**src/rtl/tgarle_pkg.sv**
```systemverilog
// Package for the TGA run-length pixel decoder.
// Holds the transaction types, register indexes, decode phases and constants.
`default_nettype none

package tgarle_pkg;

    localparam int unsigned BYTE_W   = 8;
    localparam int unsigned PIXEL_W  = 32;
    localparam int unsigned COUNT_W  = 8;
    localparam int unsigned BPP_W    = 3;
    localparam int unsigned TOTAL_W  = 25;
    localparam int unsigned CFG_IDX_W = 1;
    localparam int unsigned CFG_DATA_W = TOTAL_W;

    // Headers at or above this value open a run packet
    localparam logic [BYTE_W-1:0] RUN_THRESHOLD = 8'd128;
    // Run length is header minus this bias
    localparam logic [BYTE_W-1:0] RUN_BIAS      = 8'd127;

    localparam logic [BPP_W-1:0]   BPP_RESET   = 3'd4;
    localparam logic [TOTAL_W-1:0] TOTAL_RESET = 25'd1;

    typedef enum logic [CFG_IDX_W-1:0] {
        CFG_BYTES_PER_PIXEL = 1'b0,
        CFG_TOTAL_PIXELS    = 1'b1
    } cfg_index_t;

    typedef enum logic [1:0] {
        PH_HEADER = 2'd0,
        PH_PIXEL  = 2'd1,
        PH_STOP   = 2'd2
    } phase_t;

    typedef struct packed {
        logic [BYTE_W-1:0] data_byte;
        logic              first_of_image;
    } in_item_t;

    // Handshake between input register and decode stage
    typedef struct packed {
        logic valid;
        logic take;
    } stage_ctl_t;

endpackage

`default_nettype wire

```
**src/rtl/tgarle_if.sv**
```systemverilog
// Channel interfaces for the TGA run-length pixel decoder.
// Uses tgarle_pkg for field widths.
`default_nettype none

interface tgarle_byte_if;
    logic                              valid;
    logic                              ready;
    logic [tgarle_pkg::BYTE_W-1:0]     data_byte;
    logic                              first_of_image;

    modport source (output valid, output data_byte, output first_of_image, input ready);
    modport sink   (input valid, input data_byte, input first_of_image, output ready);
endinterface

interface tgarle_pixel_if;
    logic                              valid;
    logic                              ready;
    logic [tgarle_pkg::PIXEL_W-1:0]    pixel_value;
    logic [tgarle_pkg::COUNT_W-1:0]    repeat_count;
    logic                              image_done;
    logic                              overflow_error;

    modport source (output valid, output pixel_value, output repeat_count,
                    output image_done, output overflow_error, input ready);
    modport sink   (input valid, input pixel_value, input repeat_count,
                    input image_done, input overflow_error, output ready);
endinterface

`default_nettype wire

```
**src/rtl/tgarle_in_reg.sv**
```systemverilog
// Input register of the TGA run-length pixel decoder.
// Depends on tgarle_pkg and tgarle_byte_if.
`default_nettype none

module tgarle_in_reg
(
    input  wire logic                   clk,
    input  wire logic                   rst_n,
    tgarle_byte_if.sink                 coded,
    input  wire logic                   take,
    output tgarle_pkg::stage_ctl_t      ctl,
    output tgarle_pkg::in_item_t        item
);

    logic                 valid_reg;
    logic                 valid_next;
    tgarle_pkg::in_item_t item_reg;

    // Accept a transaction when empty or when the held one moves on
    assign coded.ready = !valid_reg || take;

    always_comb
    begin
        if (coded.valid && coded.ready)
            valid_next = 1'b1;
        else if (take)
            valid_next = 1'b0;
        else
            valid_next = valid_reg;
    end

    always_ff @(posedge clk or negedge rst_n)
    begin
        if (!rst_n)
            valid_reg <= 1'b0;
        else
            valid_reg <= valid_next;
    end

    // Load payload on accept
    always_ff @(posedge clk)
    begin
        if (coded.valid && coded.ready)
        begin
            item_reg.data_byte      <= coded.data_byte;
            item_reg.first_of_image <= coded.first_of_image;
        end
    end

    assign ctl.valid = valid_reg;
    assign ctl.take  = take;
    assign item      = item_reg;

endmodule

`default_nettype wire

```
**src/rtl/tgarle_core.sv**
```systemverilog
// Decode stage of the TGA run-length pixel decoder: packet state, pixel
// assembly, pixel counting and the result register. Depends on tgarle_pkg.
`default_nettype none

module tgarle_core
(
    input  wire logic                                clk,
    input  wire logic                                rst_n,
    input  wire logic [tgarle_pkg::BPP_W-1:0]        cfg_bpp,
    input  wire logic [tgarle_pkg::TOTAL_W-1:0]      cfg_total,
    input  wire tgarle_pkg::stage_ctl_t              ctl,
    input  wire tgarle_pkg::in_item_t                item,
    output logic                                     take,
    tgarle_pixel_if.source                           pixel
);

    tgarle_pkg::phase_t                   phase_reg, phase_next, phase_eff;
    logic                                 run_reg, run_next;
    logic [tgarle_pkg::COUNT_W-1:0]       remaining_reg, remaining_next;
    logic [1:0]                           byte_idx_reg, byte_idx_next;
    logic [tgarle_pkg::PIXEL_W-1:0]       asm_reg, asm_next;
    logic [tgarle_pkg::TOTAL_W-1:0]       decoded_reg, decoded_next;

    logic                                 out_valid_reg, out_valid_next;
    logic [tgarle_pkg::PIXEL_W-1:0]       out_value_reg;
    logic [tgarle_pkg::COUNT_W-1:0]       out_count_reg;
    logic                                 out_done_reg;
    logic                                 out_ovf_reg;

    logic [tgarle_pkg::BPP_W-1:0]         bpp_eff;
    logic [tgarle_pkg::TOTAL_W-1:0]       total_eff;
    logic [tgarle_pkg::TOTAL_W-1:0]       decoded_eff;
    logic [tgarle_pkg::TOTAL_W-1:0]       room;
    logic [tgarle_pkg::TOTAL_W-1:0]       decoded_sum;
    logic [tgarle_pkg::COUNT_W-1:0]       run_len;
    logic [tgarle_pkg::COUNT_W-1:0]       fit;
    logic [tgarle_pkg::COUNT_W-1:0]       rest;
    logic [tgarle_pkg::PIXEL_W-1:0]       asm_merged;
    logic                                 last_byte;
    logic                                 reached;
    logic                                 ovf;
    logic                                 done;
    logic                                 emit;

    // Move the held transaction on when the result register is free or draining
    assign take = ctl.valid && (!out_valid_reg || pixel.ready);

    // Restart decoding on the first byte of an image
    assign phase_eff   = item.first_of_image ? tgarle_pkg::PH_HEADER : phase_reg;
    assign decoded_eff = item.first_of_image ? '0 : decoded_reg;

    // Clamp configuration to its usable range
    always_comb
    begin
        case (cfg_bpp)
            3'd0:    bpp_eff = 3'd1;
            3'd1,
            3'd2,
            3'd3,
            3'd4:    bpp_eff = cfg_bpp;
            default: bpp_eff = 3'd4;
        endcase
    end

    assign total_eff = (cfg_total == '0) ? tgarle_pkg::TOTAL_W'(1) : cfg_total;

    // Pixel byte assembly, first byte in the low lane
    assign asm_merged = asm_reg |
        (tgarle_pkg::PIXEL_W'(item.data_byte) << {byte_idx_reg, 3'b000});
    assign last_byte  = ({1'b0, byte_idx_reg} + 3'd1) >= bpp_eff;

    // Count pixels against the total
    assign room        = (total_eff > decoded_eff) ? (total_eff - decoded_eff) : '0;
    assign run_len     = run_reg ? remaining_reg : tgarle_pkg::COUNT_W'(1);
    assign fit         = (room < tgarle_pkg::TOTAL_W'(run_len)) ?
                         room[tgarle_pkg::COUNT_W-1:0] : run_len;
    assign decoded_sum = decoded_eff + tgarle_pkg::TOTAL_W'(fit);
    assign rest        = run_reg ? '0 : (remaining_reg - tgarle_pkg::COUNT_W'(1));
    assign reached     = decoded_sum >= total_eff;
    assign ovf         = (fit < run_len) || (reached && (rest != '0));
    assign done        = ovf || reached;

    assign emit = take && (phase_eff == tgarle_pkg::PH_PIXEL) && last_byte;

    // Next phase
    always_comb
    begin
        phase_next = phase_reg;
        if (take)
        begin
            case (phase_eff)
                tgarle_pkg::PH_HEADER: phase_next = tgarle_pkg::PH_PIXEL;
                tgarle_pkg::PH_PIXEL:
                begin
                    if (!last_byte)
                        phase_next = tgarle_pkg::PH_PIXEL;
                    else if (done)
                        phase_next = tgarle_pkg::PH_STOP;
                    else if (rest == '0)
                        phase_next = tgarle_pkg::PH_HEADER;
                    else
                        phase_next = tgarle_pkg::PH_PIXEL;
                end
                tgarle_pkg::PH_STOP:   phase_next = tgarle_pkg::PH_STOP;
                default:               phase_next = tgarle_pkg::PH_HEADER;
            endcase
        end
    end

    // Packet and pixel state
    always_comb
    begin
        run_next       = run_reg;
        remaining_next = remaining_reg;
        byte_idx_next  = byte_idx_reg;
        asm_next       = asm_reg;
        decoded_next   = decoded_reg;
        if (take)
        begin
            decoded_next = decoded_eff;
            case (phase_eff)
                tgarle_pkg::PH_HEADER:
                begin
                    run_next       = item.data_byte >= tgarle_pkg::RUN_THRESHOLD;
                    remaining_next = (item.data_byte < tgarle_pkg::RUN_THRESHOLD) ?
                                     item.data_byte + tgarle_pkg::COUNT_W'(1) :
                                     item.data_byte - tgarle_pkg::RUN_BIAS;
                    byte_idx_next  = 2'd0;
                    asm_next       = '0;
                end
                tgarle_pkg::PH_PIXEL:
                begin
                    if (last_byte)
                    begin
                        decoded_next   = decoded_sum;
                        remaining_next = rest;
                        byte_idx_next  = 2'd0;
                        asm_next       = '0;
                    end
                    else
                    begin
                        byte_idx_next = byte_idx_reg + 2'd1;
                        asm_next      = asm_merged;
                    end
                end
                default: ;
            endcase
        end
    end

    // Result register valid
    always_comb
    begin
        if (emit)
            out_valid_next = 1'b1;
        else if (pixel.ready)
            out_valid_next = 1'b0;
        else
            out_valid_next = out_valid_reg;
    end

    always_ff @(posedge clk or negedge rst_n)
    begin
        if (!rst_n)
        begin
            phase_reg     <= tgarle_pkg::PH_HEADER;
            run_reg       <= 1'b0;
            remaining_reg <= '0;
            byte_idx_reg  <= 2'd0;
            asm_reg       <= '0;
            decoded_reg   <= '0;
            out_valid_reg <= 1'b0;
        end
        else
        begin
            phase_reg     <= phase_next;
            run_reg       <= run_next;
            remaining_reg <= remaining_next;
            byte_idx_reg  <= byte_idx_next;
            asm_reg       <= asm_next;
            decoded_reg   <= decoded_next;
            out_valid_reg <= out_valid_next;
        end
    end

    // Load result payload
    always_ff @(posedge clk)
    begin
        if (emit)
        begin
            out_value_reg <= asm_merged;
            out_count_reg <= fit;
            out_done_reg  <= done;
            out_ovf_reg   <= ovf;
        end
    end

    assign pixel.valid          = out_valid_reg;
    assign pixel.pixel_value    = out_value_reg;
    assign pixel.repeat_count   = out_count_reg;
    assign pixel.image_done     = out_done_reg;
    assign pixel.overflow_error = out_ovf_reg;

endmodule

`default_nettype wire

```
**src/rtl/tga_rle_pixel_decoder.sv**
```systemverilog
// TGA run-length pixel decoder, top level: configuration registers, input
// register and decode stage. Depends on tgarle_pkg, tgarle_if and the stages.
// Throughput: one coded byte per cycle, sustained, with the output ready.
// A pixel result is registered once its last byte leaves the input register.
// Reset: decode state expects a packet header; bytes_per_pixel resets to 4
// and total_pixels to 1.
`default_nettype none

module tga_rle_pixel_decoder
(
    input  wire logic                                 clk,
    input  wire logic                                 rst_n,
    input  wire logic                                 cfg_we,
    input  wire logic [tgarle_pkg::CFG_IDX_W-1:0]     cfg_index,
    input  wire logic [tgarle_pkg::CFG_DATA_W-1:0]    cfg_wdata,
    tgarle_byte_if.sink                               coded,
    tgarle_pixel_if.source                            pixel
);

    logic [tgarle_pkg::BPP_W-1:0]    bpp_reg;
    logic [tgarle_pkg::TOTAL_W-1:0]  total_reg;
    logic                            take;
    tgarle_pkg::stage_ctl_t          ctl;
    tgarle_pkg::in_item_t            item;

    // Configuration writes
    always_ff @(posedge clk or negedge rst_n)
    begin
        if (!rst_n)
        begin
            bpp_reg   <= tgarle_pkg::BPP_RESET;
            total_reg <= tgarle_pkg::TOTAL_RESET;
        end
        else if (cfg_we)
        begin
            case (tgarle_pkg::cfg_index_t'(cfg_index))
                tgarle_pkg::CFG_BYTES_PER_PIXEL:
                    bpp_reg <= cfg_wdata[tgarle_pkg::BPP_W-1:0];
                tgarle_pkg::CFG_TOTAL_PIXELS:
                    total_reg <= cfg_wdata[tgarle_pkg::TOTAL_W-1:0];
                default: ;
            endcase
        end
    end

    tgarle_in_reg u_in_reg
    (
        .clk   (clk),
        .rst_n (rst_n),
        .coded (coded),
        .take  (take),
        .ctl   (ctl),
        .item  (item)
    );

    tgarle_core u_core
    (
        .clk       (clk),
        .rst_n     (rst_n),
        .cfg_bpp   (bpp_reg),
        .cfg_total (total_reg),
        .ctl       (ctl),
        .item      (item),
        .take      (take),
        .pixel     (pixel)
    );

    // An overflow always ends the image
    assert property (@(posedge clk) disable iff (!rst_n)
        pixel.valid && pixel.overflow_error |-> pixel.image_done)
        else $error("overflow result without image_done");

    // A zero count only comes with an overflow
    assert property (@(posedge clk) disable iff (!rst_n)
        pixel.valid && (pixel.repeat_count == '0) |-> pixel.overflow_error)
        else $error("zero repeat count without overflow");

    // Input stalls only when the result register is full and stalled
    assert property (@(posedge clk) disable iff (!rst_n)
        !coded.ready |-> pixel.valid && !pixel.ready)
        else $error("input stalled without output back-pressure");

    // Stage hands an item on only when it holds one
    assert property (@(posedge clk) disable iff (!rst_n)
        ctl.take |-> ctl.valid)
        else $error("decode stage took an empty input register");

endmodule

`default_nettype wire
```
**src/flat_wrapper.sv**
```systemverilog
// flat-port wrapper written by rule: the top's interface ports become plain ports
module tga_rle_pixel_decoder_flat 
  (clk, rst_n, cfg_we, cfg_index, cfg_wdata, coded_valid, coded_data_byte, coded_first_of_image, coded_ready, pixel_valid, pixel_pixel_value, pixel_repeat_count, pixel_image_done, pixel_overflow_error, pixel_ready);
  tgarle_byte_if coded_i ();
  tgarle_pixel_if pixel_i ();
  input  wire logic clk;
  input  wire logic rst_n;
  input  wire logic cfg_we;
  input  wire logic [tgarle_pkg::CFG_IDX_W-1:0] cfg_index;
  input  wire logic [tgarle_pkg::CFG_DATA_W-1:0] cfg_wdata;
  input wire logic [$bits(coded_i.valid)-1:0] coded_valid;
  input wire logic [$bits(coded_i.data_byte)-1:0] coded_data_byte;
  input wire logic [$bits(coded_i.first_of_image)-1:0] coded_first_of_image;
  output wire logic [$bits(coded_i.ready)-1:0] coded_ready;
  output wire logic [$bits(pixel_i.valid)-1:0] pixel_valid;
  output wire logic [$bits(pixel_i.pixel_value)-1:0] pixel_pixel_value;
  output wire logic [$bits(pixel_i.repeat_count)-1:0] pixel_repeat_count;
  output wire logic [$bits(pixel_i.image_done)-1:0] pixel_image_done;
  output wire logic [$bits(pixel_i.overflow_error)-1:0] pixel_overflow_error;
  input wire logic [$bits(pixel_i.ready)-1:0] pixel_ready;
  assign coded_i.valid = coded_valid;
  assign coded_i.data_byte = coded_data_byte;
  assign coded_i.first_of_image = coded_first_of_image;
  assign coded_ready = coded_i.ready;
  assign pixel_valid = pixel_i.valid;
  assign pixel_pixel_value = pixel_i.pixel_value;
  assign pixel_repeat_count = pixel_i.repeat_count;
  assign pixel_image_done = pixel_i.image_done;
  assign pixel_overflow_error = pixel_i.overflow_error;
  assign pixel_i.ready = pixel_ready;
  tga_rle_pixel_decoder u_core (.clk(clk), .rst_n(rst_n), .cfg_we(cfg_we), .cfg_index(cfg_index), .cfg_wdata(cfg_wdata), .coded(coded_i), .pixel(pixel_i));
endmodule
```
**config.mk**
```make
export PLATFORM = sky130hd
export DESIGN_NAME = tga_rle_pixel_decoder_flat
export DESIGN_NICKNAME = d
export VERILOG_FILES = /design/src/rtl/tgarle_pkg.sv /design/src/rtl/tgarle_if.sv /design/src/rtl/tgarle_in_reg.sv /design/src/rtl/tgarle_core.sv /design/src/rtl/tga_rle_pixel_decoder.sv /design/src/flat_wrapper.sv
export SDC_FILE = /design/constraint.sdc
export NUM_CORES = 1
export LEC_CHECK = 0
export BUFFER_PORTS_ARGS = -buffer_cell sky130_fd_sc_hd__buf_2
export CORE_MARGIN = 1
export CORE_UTILIZATION = 45
export DETAILED_ROUTE_END_ITERATION = 8
export PLACE_DENSITY = 0.63
export SLEW_MARGIN = 20
export SYNTH_ARGS = -nofsm -noshare
export SYNTH_HDL_FRONTEND = slang
export SYNTH_HIERARCHICAL = 1
export SYNTH_SLANG_ARGS = --single-unit
```
**constraint.sdc**
```tcl
create_clock -name clk -period 12.37 [get_ports clk]
set_input_delay 0.6185 -clock clk [delete_from_list [all_inputs] [get_ports clk]]
set_output_delay 0.6185 -clock clk [all_outputs]
set_load 0.02 [all_outputs]
```
==> results.json <==
{
  "cp-end-kind": "register",
  "dieArea_um2": 22900,
  "slew_viol_final": 0,
  "cap_violations": 0,
  "worstPathArrival_ps": 11180,
  "slew_headroom_pct": 33.8,
  "critPathSlowestCell": "or4_2",
  "dp_cells": 1386,
  "grt_max_degree": 73,
  "die_y_um": 151,
  "postCtsSetupBuffers": 0,
  "grt_pass1_wl_um": 41700,
  "combPwrFrac_pct": 45.1,
  "clockBufferDepth": 2,
  "fmax_ghz": 0.0921,
  "hold_viol": 0,
  "setup_ws_ps": 1520,
  "clkLatencyLatePin_ps": 440,
  "r2r-end": "u_core/u_core/phase_reg[0]$_DFFE_PN0P_",
  "cts_tree": "done",
  "rr_worst_depth": 45,
  "rsz0062_at_grt": "no",
  "routed_via_density": 5.77,
  "dieWidth_um": 151,
  "cts-root-buf": "clkbuf_16",
  "drive_gt1_share_pct": 15.0,
  "portBuffers": 83,
  "p_total_mw": 2.32,
  "worstSetupPathType": "reg2reg",
  "nNetsFinal": 1244,
  "synth-warning-count": 6,
  "drc": 0,
  "slowest_delay_ps": 680,
  "timing.setup.tns_ps": 0,
  "reg2reg_slack_ps": 1520,
  "hold_ws_ps": 107,
  "finish.utilization_pct": 51.0,
  "n_antenna_cell": 0,
  "syn2layout_area_growth_pct": 11.1,
  "wl_per_cell_um": 18.8,
  "r2r_start": "u_core/u_in_reg/item[0]$_DFFE_PP_",
  "irDropWorstVdd_v": 0.0000912,
  "htree_levels": 4,
  "worst_pin_slew_ps": 986,
  "start_util_pct": 45.9,
  "cts_made_buffers": 17,
  "path_max_fanout": 31,
  "totalWireLength_um": 26700,
  "holdCritPathClass": "in2async",
  "coreArea_um2": 21900,
  "holdBufCountCts": 0,
  "place_ws_ps": 1720,
  "switching_power_mw": 1.01,
  "synth_cells": 1086,
  "power_leakage_nw": 5.18,
  "dr_total_vias": 8179,
  "dr.pass1.iters": 5,
  "syn_area_um2": 10100,
  "layoutNonFillerInstCount": 1418,
  "cts_resized": 0,
  "pwr-share-clk_pct": 23.2,
  "ant_nets": 0,
  "worstPathRequired_ps": 12690,
  "syn_avg_cell_area_um2": 9.25,
  "antenna_found_initial": 0,
  "min_period_ps": 10850,
  "cp_common_cell": "a21oi_1",
  "clk_pin_slew_ps": 70,
  "finalSetupViolCount": 0,
  "fin_area_um2": 11200,
  "power_frac_seq_pct": 31.8,
  "overflow": 0,
  "hpwl_um": 19600,
  "p_per_area_nw_per_um2": 208,
  "clock-sinks": 151,
  "grt_pass1_vias": 7653,
  "ioPinCount": 84,
  "syn_nets": 1205,
  "routabilityCongestion": 0.915,
  "skew_ps": 19.3,
  "num_rows": 54,
  "post-route-period-util_pct": 87.7,
  "fill_cells": 2063,
  "switching_share_pct": 43.3,
  "placed_cell_area_um2": 10500,
  "drt_iter0_drc": 648,
  "p_int_mw": 1.32,
  "status": "completed",
  "track_usage_pct": 23.9,
  "startpoint_type": "register"
}
-- worst max-delay path: cells and delay by family (launching register included) --
| family | cells | cell delay (ps) |
|---|---|---|
| simple gates | 16 | 3390 |
| xor+xnor | 1 | 270 |
| buf+inv | 4 | 970 |
| flops | 1 | 370 |
| mux | 1 | 410 |
| compound gates | 19 | 3960 |
| fa+ha+maj | 4 | 1340 |
-- placed cells by master (no fill, tap or decap), drive strengths merged, types with 5 or more instances in the layout --
master	n
clkinv	10
a21oi	94
mux2	30
o211ai	10
a31oi	8
and3	15
nand4	17
xor2	22
nor3	16
a21o	34
nor2	56
nor2b	20
o31a	5
nand2b	14
and4	10
inv	86
o21ai	71
edfxtp	51
dfrtp	98
o21a	8
mux2i	13
ha	77
and2	8
nand3	31
a211oi	7
or3	7
buf	88
xnor2	18
a22o	10
a211o	6
a21boi	6
nand2	110
nor4	13
o21bai	6
clkbuf	17
-- layer usage --
| metal | vias to the layer above | routed length (um) | global-route usage [%] |
|---|---|---|---|
| li1 | 3968 | - | - |
| met1 | 3946 | 12800 | 34.5 |
| met2 | 235 | 12100 | 36.8 |
| met3 | 30 | 1360 | 3.98 |
| met4 | 0 | 397 | 6.75 |
| met5 | - | 0 | 0 |
-- how the worst max path moves through the flow --
stage,start,to,slack [ps],cells after the start
floorplan,u_core/u_in_reg/item[0]$_DFFE_PP_,u_core/u_core/phase_reg[0]$_DFFE_PN0P_,3260,50
global placement,u_core/u_in_reg/item[0]$_DFFE_PP_,u_core/u_core/phase_reg[0]$_DFFE_PN0P_,1960,46
detailed placement,u_core/u_in_reg/item[0]$_DFFE_PP_,u_core/u_core/phase_reg[0]$_DFFE_PN0P_,1720,46
CTS,u_core/u_in_reg/item[0]$_DFFE_PP_,u_core/u_core/phase_reg[0]$_DFFE_PN0P_,1640,46
global route,u_core/u_in_reg/item[0]$_DFFE_PP_,u_core/u_core/phase_reg[0]$_DFFE_PN0P_,590,45
finish,u_core/u_in_reg/item[0]$_DFFE_PP_,u_core/u_core/phase_reg[0]$_DFFE_PN0P_,1520,45
-- power groups by stage --
stage | sequential [mW] | clock (mW) | combinational (mW)
after floorplan | 0.733 | 0 | 0.774
after global placement | 0.745 | 0 | 1.02
after detailed placement | 0.744 | 0 | 1.03
after CTS | 0.736 | 0.552 | 1.04
after global routing | 0.750 | 0.569 | 1.17
final | 0.738 | 0.539 | 1.05
-- cell type report --
| cell class | instances | area, um2 | share of cell area, % |
|---|---|---|---|
| clock buffer | 17 | 425 | 3.81 |
| sequential | 151 | 4040 | 36.1 |
| multi-input combinational | 786 | 5400 | 48.3 |
| clock inverter | 15 | 201 | 1.80 |
| tap | 280 | 350 | 3.14 |
| inverter | 81 | 304 | 2.72 |
| timing repair buffer | 88 | 455 | 4.08 |
Note: power is estimated with default switching activity, not from simulation.
